<file path="src/rtl/assert_macros.svh">
// ----------------------------------------------------------------------------
// Assertion macros
// Concurrent assertion wrappers, clocked and disabled during reset.
// Defining ASSERT_OFF turns every use into nothing.
// ----------------------------------------------------------------------------
`ifndef ASSERT_MACROS_SVH
`define ASSERT_MACROS_SVH

`ifndef ASSERT_OFF

// pre holds -> post holds in the same cycle
`define ASSERT_IMPLY(label, clk, rst_n, pre, post, msg) \
	label: assert property (@(posedge clk) disable iff (!rst_n) (pre) |-> (post)) \
		else $error(msg);

// pre holds -> post holds in the cycle after
`define ASSERT_NEXT(label, clk, rst_n, pre, post, msg) \
	label: assert property (@(posedge clk) disable iff (!rst_n) (pre) |=> (post)) \
		else $error(msg);

// cond never holds
`define ASSERT_NEVER(label, clk, rst_n, cond, msg) \
	label: assert property (@(posedge clk) disable iff (!rst_n) !(cond)) \
		else $error(msg);

`else

`define ASSERT_IMPLY(label, clk, rst_n, pre, post, msg)
`define ASSERT_NEXT(label, clk, rst_n, pre, post, msg)
`define ASSERT_NEVER(label, clk, rst_n, cond, msg)

`endif

`endif

</file>
<file path="src/rtl/itoa_fmt_pkg.sv">
// ----------------------------------------------------------------------------
// itoa_fmt_pkg
// Shared types, character codes and helpers of the integer to ASCII formatter.
// ----------------------------------------------------------------------------
package itoa_fmt_pkg;

	// decimal padding limit; the pad compare runs at PAD_W bits, wide enough
	// for any limit up to 63 and for the 5-bit pad field
	localparam int unsigned MAX_PAD = 20;
	localparam int unsigned PAD_W   = 6;

	localparam int unsigned DEC_DIGITS = 10;   // digits of a 32-bit value
	localparam int unsigned HEX_DIGITS = 8;

	// floor(x / 10) == (x * RECIP10) >> RECIP_SHIFT for any 32-bit x
	localparam logic [31:0] RECIP10     = 32'hCCCC_CCCD;
	localparam int unsigned RECIP_SHIFT = 35;

	typedef enum logic [1:0] {
		MODE_UDEC = 2'd0,
		MODE_SDEC = 2'd1,
		MODE_HEX  = 2'd2,
		MODE_BIN  = 2'd3
	} mode_t;

	localparam logic [6:0] CH_ZERO    = 7'h30;
	localparam logic [6:0] CH_ONE     = 7'h31;
	localparam logic [6:0] CH_MINUS   = 7'h2D;
	localparam logic [6:0] CH_X       = 7'h78;
	localparam logic [6:0] CH_SPACE   = 7'h20;
	localparam logic [6:0] HEX_LETTER = 7'd55;   // 'A' - 10

	function automatic logic [6:0] hex_char(input logic [3:0] d);
		logic [6:0] c;
		if (d < 4'd10) begin
			c = CH_ZERO | {3'b000, d};
		end else begin
			c = {3'b000, d} + HEX_LETTER;
		end
		return c;
	endfunction

endpackage

</file>
<file path="src/rtl/itoa_fmt_if.sv">
// ----------------------------------------------------------------------------
// itoa_fmt_if
// Valid/ready channels of the formatter: number words in, character words out.
// ----------------------------------------------------------------------------
interface itoa_in_if;
	logic        valid;
	logic        ready;
	logic [1:0]  mode;
	logic [31:0] value;
	logic [4:0]  pad_width;
	logic [2:0]  byte_count;

	modport source (output valid, mode, value, pad_width, byte_count, input ready);
	modport sink   (input valid, mode, value, pad_width, byte_count, output ready);
endinterface

interface itoa_out_if;
	logic       valid;
	logic       ready;
	logic [6:0] text_char;
	logic       last;

	modport source (output valid, text_char, last, input ready);
	modport sink   (input valid, text_char, last, output ready);
endinterface

</file>
<file path="src/rtl/itoa_fmt_div10.sv">
// ----------------------------------------------------------------------------
// itoa_fmt_div10
// Divide-by-ten unit: reciprocal multiply registered, then quotient and
// remainder in the cycle after. x must hold steady across both cycles.
// ----------------------------------------------------------------------------
module itoa_fmt_div10
	import itoa_fmt_pkg::*;
(
	input  logic        clk,
	input  logic [31:0] x,
	output logic [28:0] q,
	output logic [3:0]  r
);

	logic [63:0] prod_s1;
	logic [31:0] q10;
	logic [31:0] rem;

	always_ff @(posedge clk) begin
		prod_s1 <= 64'(x) * 64'(RECIP10);
	end

	assign q   = prod_s1[RECIP_SHIFT +: 29];
	// q * 10 as two shifts, exact since q * 10 <= x
	assign q10 = {q, 3'b000} + {2'b00, q, 1'b0};
	assign rem = x - q10;
	assign r   = rem[3:0];

endmodule

</file>
<file path="src/rtl/integer_to_ascii_formatter_core.sv">
// ----------------------------------------------------------------------------
// integer_to_ascii_formatter_core
// Formats one 32-bit number as unsigned/signed decimal, hex or binary text,
// one ASCII character word at a time, last set on the final character.
// ----------------------------------------------------------------------------
// Timing: one number is taken, then the block is busy until its last
// character has been handed to the output register. Decimal works out
// its digits (up to 10) in the shared divide-by-ten unit, each in a
// product phase and then a store phase; hex strips leading zero nibbles
// in turn, keeping at least one, then moves on; binary starts at once.
// After that one character leaves per cycle while the sink is ready, at
// most 39 characters. The next number is taken while the last character
// waits.
// ----------------------------------------------------------------------------
module integer_to_ascii_formatter_core
	import itoa_fmt_pkg::*;
(
	input  logic clk,
	input  logic arst_n,
	itoa_in_if.sink    item,
	itoa_out_if.source chars
);

	`include "assert_macros.svh"

	typedef enum logic [3:0] {
		S_IDLE  = 4'b0001,
		S_DIV   = 4'b0010,
		S_HNORM = 4'b0100,
		S_EMIT  = 4'b1000
	} state_t;

	state_t      state_q;
	mode_t       mode_q;
	logic [31:0] sh_q;
	logic [4:0]  cnt_q;
	logic [PAD_W-1:0] zeros_q;
	logic        neg_q;
	logic [1:0]  pre_q;
	logic [1:0]  bytes_q;
	logic        spc_q;
	logic        ph_q;
	logic [3:0]  digit_q [DEC_DIGITS];
	logic [6:0]  text_q;
	logic        last_q;
	logic        ovalid_q;

	logic [28:0] quo;
	logic [3:0]  rem;

	itoa_fmt_div10 u_div10 (
		.clk (clk),
		.x   (sh_q),
		.q   (quo),
		.r   (rem)
	);

	// ---- input decode ----
	logic [PAD_W-1:0] pad_sat;
	logic [1:0]       bsel;
	logic [31:0]      bin_init;

	always_comb begin
		if (PAD_W'(item.pad_width) > PAD_W'(MAX_PAD)) begin
			pad_sat = PAD_W'(MAX_PAD);
		end else begin
			pad_sat = PAD_W'(item.pad_width);
		end
		if (item.byte_count == 3'd0) begin
			bsel = 2'd0;
		end else if (item.byte_count > 3'd4) begin
			bsel = 2'd3;
		end else begin
			bsel = 2'(item.byte_count - 3'd1);
		end
		// left-justify the shown bytes
		case (bsel)
			2'd0:    bin_init = {item.value[7:0], 24'b0};
			2'd1:    bin_init = {item.value[15:0], 16'b0};
			2'd2:    bin_init = {item.value[23:0], 8'b0};
			default: bin_init = item.value;
		endcase
	end

	// ---- digit count at the end of division ----
	logic [PAD_W-1:0] ndig;
	assign ndig = PAD_W'(cnt_q) + PAD_W'(1);

	// ---- character generation ----
	logic             advance;
	logic [6:0]       ch_d;
	logic             last_d;
	logic [31:0]      sh_nx;
	logic [4:0]       cnt_nx;
	logic [PAD_W-1:0] zeros_nx;
	logic             neg_nx;
	logic [1:0]       pre_nx;
	logic             spc_nx;
	logic [3:0]       dig_idx;

	assign advance = (state_q == S_EMIT) && (!ovalid_q || chars.ready);
	assign dig_idx = 4'(cnt_q - 5'd1);

	always_comb begin
		ch_d     = CH_ZERO;
		last_d   = 1'b0;
		sh_nx    = sh_q;
		cnt_nx   = cnt_q;
		zeros_nx = zeros_q;
		neg_nx   = neg_q;
		pre_nx   = pre_q;
		spc_nx   = spc_q;
		case (mode_q)
			MODE_UDEC, MODE_SDEC: begin
				if (neg_q) begin
					ch_d   = CH_MINUS;
					neg_nx = 1'b0;
				end else if (zeros_q != '0) begin
					ch_d     = CH_ZERO;
					zeros_nx = zeros_q - PAD_W'(1);
				end else begin
					ch_d   = CH_ZERO | {3'b000, digit_q[dig_idx]};
					cnt_nx = cnt_q - 5'd1;
					last_d = (cnt_q == 5'd1);
				end
			end
			MODE_HEX: begin
				if (pre_q == 2'd2) begin
					ch_d   = CH_ZERO;
					pre_nx = 2'd1;
				end else if (pre_q == 2'd1) begin
					ch_d   = CH_X;
					pre_nx = 2'd0;
				end else begin
					ch_d   = hex_char(sh_q[31:28]);
					sh_nx  = {sh_q[27:0], 4'b0};
					cnt_nx = cnt_q - 5'd1;
					last_d = (cnt_q == 5'd1);
				end
			end
			default: begin
				// space ahead of every nibble group but the first
				if (cnt_q != 5'd0 && cnt_q[1:0] == 2'b00 && !spc_q) begin
					ch_d   = CH_SPACE;
					spc_nx = 1'b1;
				end else begin
					ch_d   = sh_q[31] ? CH_ONE : CH_ZERO;
					sh_nx  = {sh_q[30:0], 1'b0};
					cnt_nx = cnt_q + 5'd1;
					spc_nx = 1'b0;
					last_d = (cnt_q == {bytes_q, 3'b111});
				end
			end
		endcase
	end

	// ---- sequencer ----
	always_ff @(posedge clk or negedge arst_n) begin
		if (!arst_n) begin
			state_q  <= S_IDLE;
			mode_q   <= MODE_UDEC;
			sh_q     <= '0;
			cnt_q    <= '0;
			zeros_q  <= '0;
			neg_q    <= 1'b0;
			pre_q    <= '0;
			bytes_q  <= '0;
			spc_q    <= 1'b0;
			ph_q     <= 1'b0;
			text_q   <= '0;
			last_q   <= 1'b0;
			ovalid_q <= 1'b0;
		end else begin
			// a new word replaces the one taken at this edge
			if (advance) begin
				ovalid_q <= 1'b1;
			end else if (chars.ready) begin
				ovalid_q <= 1'b0;
			end
			case (state_q)
				S_IDLE: begin
					if (item.valid) begin
						mode_q  <= mode_t'(item.mode);
						neg_q   <= 1'b0;
						spc_q   <= 1'b0;
						ph_q    <= 1'b0;
						zeros_q <= pad_sat;
						bytes_q <= bsel;
						pre_q   <= 2'd2;
						case (mode_t'(item.mode))
							MODE_UDEC: begin
								sh_q    <= item.value;
								cnt_q   <= '0;
								state_q <= S_DIV;
							end
							MODE_SDEC: begin
								neg_q   <= item.value[31];
								sh_q    <= item.value[31] ? (~item.value + 32'd1) : item.value;
								cnt_q   <= '0;
								state_q <= S_DIV;
							end
							MODE_HEX: begin
								sh_q    <= item.value;
								cnt_q   <= 5'(HEX_DIGITS);
								state_q <= S_HNORM;
							end
							default: begin
								sh_q    <= bin_init;
								cnt_q   <= '0;
								state_q <= S_EMIT;
							end
						endcase
					end
				end
				S_DIV: begin
					// first phase lets the unit register the product
					ph_q <= ~ph_q;
					if (ph_q) begin
						sh_q  <= {3'b000, quo};
						cnt_q <= cnt_q + 5'd1;
						if (quo == '0) begin
							zeros_q <= (zeros_q > ndig) ? (zeros_q - ndig) : '0;
							state_q <= S_EMIT;
						end
					end
				end
				S_HNORM: begin
					if (sh_q[31:28] == 4'h0 && cnt_q > 5'd1) begin
						sh_q  <= {sh_q[27:0], 4'b0};
						cnt_q <= cnt_q - 5'd1;
					end else begin
						state_q <= S_EMIT;
					end
				end
				S_EMIT: begin
					if (advance) begin
						text_q   <= ch_d;
						last_q   <= last_d;
						sh_q     <= sh_nx;
						cnt_q    <= cnt_nx;
						zeros_q  <= zeros_nx;
						neg_q    <= neg_nx;
						pre_q    <= pre_nx;
						spc_q    <= spc_nx;
						if (last_d) begin
							state_q <= S_IDLE;
						end
					end
				end
				default: begin
					state_q <= S_IDLE;
				end
			endcase
		end
	end

	// digit store, least significant digit first
	always_ff @(posedge clk) begin
		if (state_q == S_DIV && ph_q) begin
			digit_q[cnt_q[3:0]] <= rem;
		end
	end

	assign item.ready      = (state_q == S_IDLE);
	assign chars.valid     = ovalid_q;
	assign chars.text_char = text_q;
	assign chars.last      = last_q;

	// ---- checks ----
	`ASSERT_NEXT(a_busy_after_take, clk, arst_n, item.valid && item.ready, state_q != S_IDLE, "number taken but sequencer still idle")
	`ASSERT_NEXT(a_idle_after_last, clk, arst_n, advance && last_d, state_q == S_IDLE && last_q, "last character did not end the number")
	`ASSERT_NEVER(a_digit_count, clk, arst_n, state_q == S_DIV && cnt_q > 5'd9, "more than ten decimal digits")
	`ASSERT_NEVER(a_hex_count, clk, arst_n, state_q == S_HNORM && cnt_q == 5'd0, "hex nibble count ran out")

endmodule
</file>
<file path="src/flat_wrapper.sv">
// flat-port wrapper written by rule: the top's interface ports become plain ports
module integer_to_ascii_formatter_core_flat import itoa_fmt_pkg::*;
  (clk, arst_n, item_valid, item_mode, item_value, item_pad_width, item_byte_count, item_ready, chars_valid, chars_text_char, chars_last, chars_ready);
  itoa_in_if item_i ();
  itoa_out_if chars_i ();
  input  logic clk;
  input  logic arst_n;
  input wire logic [$bits(item_i.valid)-1:0] item_valid;
  input wire logic [$bits(item_i.mode)-1:0] item_mode;
  input wire logic [$bits(item_i.value)-1:0] item_value;
  input wire logic [$bits(item_i.pad_width)-1:0] item_pad_width;
  input wire logic [$bits(item_i.byte_count)-1:0] item_byte_count;
  output wire logic [$bits(item_i.ready)-1:0] item_ready;
  output wire logic [$bits(chars_i.valid)-1:0] chars_valid;
  output wire logic [$bits(chars_i.text_char)-1:0] chars_text_char;
  output wire logic [$bits(chars_i.last)-1:0] chars_last;
  input wire logic [$bits(chars_i.ready)-1:0] chars_ready;
  assign item_i.valid = item_valid;
  assign item_i.mode = item_mode;
  assign item_i.value = item_value;
  assign item_i.pad_width = item_pad_width;
  assign item_i.byte_count = item_byte_count;
  assign item_ready = item_i.ready;
  assign chars_valid = chars_i.valid;
  assign chars_text_char = chars_i.text_char;
  assign chars_last = chars_i.last;
  assign chars_i.ready = chars_ready;
  integer_to_ascii_formatter_core u_core (.clk(clk), .arst_n(arst_n), .item(item_i), .chars(chars_i));
endmodule
</file>
<file path="config.mk">
export PLATFORM = sky130hd
export DESIGN_NAME = integer_to_ascii_formatter_core_flat
export DESIGN_NICKNAME = d
export VERILOG_FILES = /design/src/rtl/itoa_fmt_pkg.sv /design/src/rtl/itoa_fmt_if.sv /design/src/rtl/itoa_fmt_div10.sv /design/src/rtl/integer_to_ascii_formatter_core.sv /design/src/flat_wrapper.sv
export VERILOG_INCLUDE_DIRS = /design/src /design/src/rtl
export SDC_FILE = /design/constraint.sdc
export NUM_CORES = 1
export LEC_CHECK = 0
export BUFFER_PORTS_ARGS = -buffer_cell sky130_fd_sc_hd__buf_2
export CORE_ASPECT_RATIO = 1.2
export CORE_UTILIZATION = 30
export CTS_BUF_LIST = sky130_fd_sc_hd__clkbuf_16
export CTS_CLUSTER_SIZE = 28
export DETAILED_ROUTE_END_ITERATION = 7
export GPL_TIMING_DRIVEN = 0
export PLACE_DENSITY = 0.53
export SETUP_SLACK_MARGIN = 0.5
export SLEW_MARGIN = 20
export SYNTH_ARGS = -nofsm -noshare
export SYNTH_HDL_FRONTEND = slang
export SYNTH_HIERARCHICAL = 1
export SYNTH_SLANG_ARGS = --single-unit
</file>
<file path="constraint.sdc">
create_clock -name clk -period 8.65 [get_ports clk]
set_input_delay 1.73 -clock clk [delete_from_list [all_inputs] [get_ports clk]]
set_output_delay 1.73 -clock clk [all_outputs]
set_load 0.02 [all_outputs]
</file>
==> impl_results.md <==
* Yosys warning count at 6
* Routed vias at 19300
* Yosys reg bits at 134
* Drt pass-1 iters at 8
* Layout cells sized above 1 at 6.97%
* Pre-CTS WS at 184 ps
* Mapped Cells at 2613
* Clock Tree Buf Depth at 2
* Gr usage total at 19.8%
* N_diodes at 0
* IO Port Bufs at 48
* Synthesized area at 25200 um^2
* Status: completed
* Fin. max-slew vios at 0
* Footprint of the multi-input gates at 19300 um^2
* CTS tree: done
* Relative slew margins at 41.4%
* Routability cong. at 0.936
* Die height at 320 um
* Vias/cell at 5.05
* Clock skew at 19.0 ps
* Placement row count at 116
* RSZ-0062 raised after global routing: false
* Post-route cell area at 27600 um^2
* WS Path Type: reg2reg
* # clock sinks at 134
* CTS H-tree lvls at 4
* Filler cell count at 8695
* Hpwl dp at 71000 um
* Die X at 267 um
* IO Pins at 56
* Reg2reg setup slack at 700 ps
* Unique cell type count in the Yosys netlist at 104
* Placed instance area at 26900 um^2
* Vias in the first global route at 20300
* CTS buffer count at 17
* Area of the core at 83300 um^2
* Crit start category: flip-flop
* Final setup margin at 698 ps
* Worst-Skew Late Latency at 440 ps
* Routed Wire Length at 82800 um
* Worst-path clk slew at 70 ps
* Maxcap violations at 0
* Register area share after synthesis at 13.5%
* CTS Root Cell: clkbuf_16
* Final core utilization at 33.2%
* Asr flop ratio synth at 48.5%
* Worst EP arrival at 8270 ps
* Area Growth Syn to Fin at 9.54%
* Synth Area per Inst at 9.65 um^2
* Critical Path End Type: flip-flop
* Number of synthesized flops with an enable pin at 40
* Post-route ant nets at 0
* DRC Markers at 0
* Initial antenna violation count at 0
* DRT iter0 DRCs at 1626
* Global-route wire length before repair at 127000 um
* Worst endpoint required time at 8970 ps
* Net count after synthesis at 3415
* Fmax at 0.126 GHz
* Final hold slack at 476 ps
* Wire length per cell at 21.7 um
* Die footprint at 85200 um^2
* Total Nets Final at 3486
* Final count of negative-setup-slack endpoints at 0
* Fin crit share at 91.9%
* Hold Crit Class: reg2reg
* Reg area at 3430 um^2
* Worst-Margin Slew at 871 ps
* Min Tclk post-route at 7950 ps
* Final hold vios at 0
* Ys flop type: dfrtp_1
* Max FO, Critical Path at 9
* Starting density of the core at 30.3%
* GRT Residual Overflow at 0
* Largest net degree at the start of global routing at 50
## metal layers
layer / track usage (%) / wire length, um / up-vias
li1: - / - / 8895
met1: 25.1 / 34700 / 9702
met2: 35.2 / 41700 / 563
met3: 1.89 / 3510 / 130
met4: 6.21 / 2840 / 0
met5: 0 / 0 / -
## Yosys cell counts, types with 31 or more instances
cell type	n	area share (%)
dfrtp_1	64	6.4
o21ai_0	101	2.0
inv_1	562	8.4
nand2_1	131	2.0
nor2_1	99	1.5
a31oi_1	32	0.79
nor3_1	31	0.62
xor2_1	56	1.9
ha_1	368	18
a21o_1	47	1.4
fa_1	388	31
a21oi_1	109	2.2
nand3_1	43	0.85
xnor2_1	46	1.6
clkbuf_1	53	0.79
edfxtp_1	40	4.8
## per-stage QoR
stage	TNS, ps	instances
final	0	3818
after global routing	0	3818
after CTS	0	3816
after detailed placement	0	3784
after global placement	-1390	3782
after floorplan	0	2613
## critical path, cell delays in order, from the launching register on
cell	delay (ps)
dfrtp_1	710
ha_1	590
inv_1	180
fa_1	510
inv_1	50
fa_1	510
inv_1	60
fa_1	500
inv_1	50
fa_1	560
fa_1	480
fa_1	530
fa_1	420
ha_1	370
nand3_1	200
nor2_4	250
a41oi_1	140
o21ai_1	210
a41oi_2	190
a2111oi_2	550
o21bai_1	180
o41a_1	460
xnor2_1	140
## kinds of logic after synthesis
logic type | share of synthesized area [%]
adders and majority gates | 49.2
muxes | 1.68
and+or+nand+nor | 8.89
xor gates and xnor gates | 3.54
DFF | 13.5
AOI/OAI and AO/OA | 13.2
buffers and inverters | 10.0
## repair_timing
| action | in CTS | in global routing |
|---|---|---|
| hold buffers | 0 | 0 |
| buffers inserted | 0 | 2 |
| pin swaps | 0 | 3 |
| resized for setup | 7 | 20 |
| endpoints found under the setup margin | 10 | 10 |
## state kept, by name, summed over array words and instances, names as in the netlist
register,count
u_core/spc_q,1
u_core/chars.last,1
u_core/pre_q,2
u_core/u_div10/prod_s1,29
u_core/sh_q,32
u_core/neg_q,1
u_core/cnt_q,5
u_core/mode_q,2
u_core/ph_q,1
u_core/digit_q,40
u_core/state_q,4
u_core/bytes_q,2
u_core/chars.valid,1
u_core/zeros_q,6
u_core/chars.text_char,7
## cell usage in the layout, fill, tap and decap left out, drive strengths merged, types with 18 or more instances in the layout
cell | netlist | final
nand2 | 131 | 131
o21ai | 114 | 114
fa | 388 | 388
a222oi | 23 | 23
edfxtp | 40 | 40
ha | 368 | 368
a21oi | 111 | 111
dfxtp | 29 | 29
xor2 | 56 | 56
a31oi | 32 | 32
a21o | 48 | 48
nand4 | 24 | 24
clkbuf | 55 | 72
nor2 | 100 | 100
nand3 | 43 | 43
dfrtp | 64 | 64
o211ai | 18 | 18
inv | 562 | 571
xnor2 | 46 | 46
nor3 | 35 | 35
buf | 31 | 83
## layout make-up
class / instances / share of cell area, %
Multi-Input combinational cell: 1830 / 70.0
Tap cell: 1121 / 5.08
Clock buffer: 17 / 1.54
Inverter: 562 / 7.64
Timing Repair Buffer: 52 / 1.11
Sequential cell: 134 / 12.4
Clock inverter: 15 / 0.729
Buffer: 87 / 1.54
## path summary, 6_finish.rpt
kind / cells past startpoint / to / start
max: 22 / u_core/u_div10/prod_s1[63] / u_core/sh_q[11]
min: 2 / u_core/chars.last / u_core/chars.last
max reg2reg: 22 / u_core/u_div10/prod_s1[63] / u_core/sh_q[11]
min reg2reg: 2 / u_core/chars.last / u_core/chars.last
max in group asynchronous: 2 / u_core/state_q[0] / arst_n
min in group asynchronous: 1 / u_core/zeros_q[2] / arst_n
Power is not shown: default switching activity piles up to over one toggle a cycle in this logic, so the estimate is an artifact.
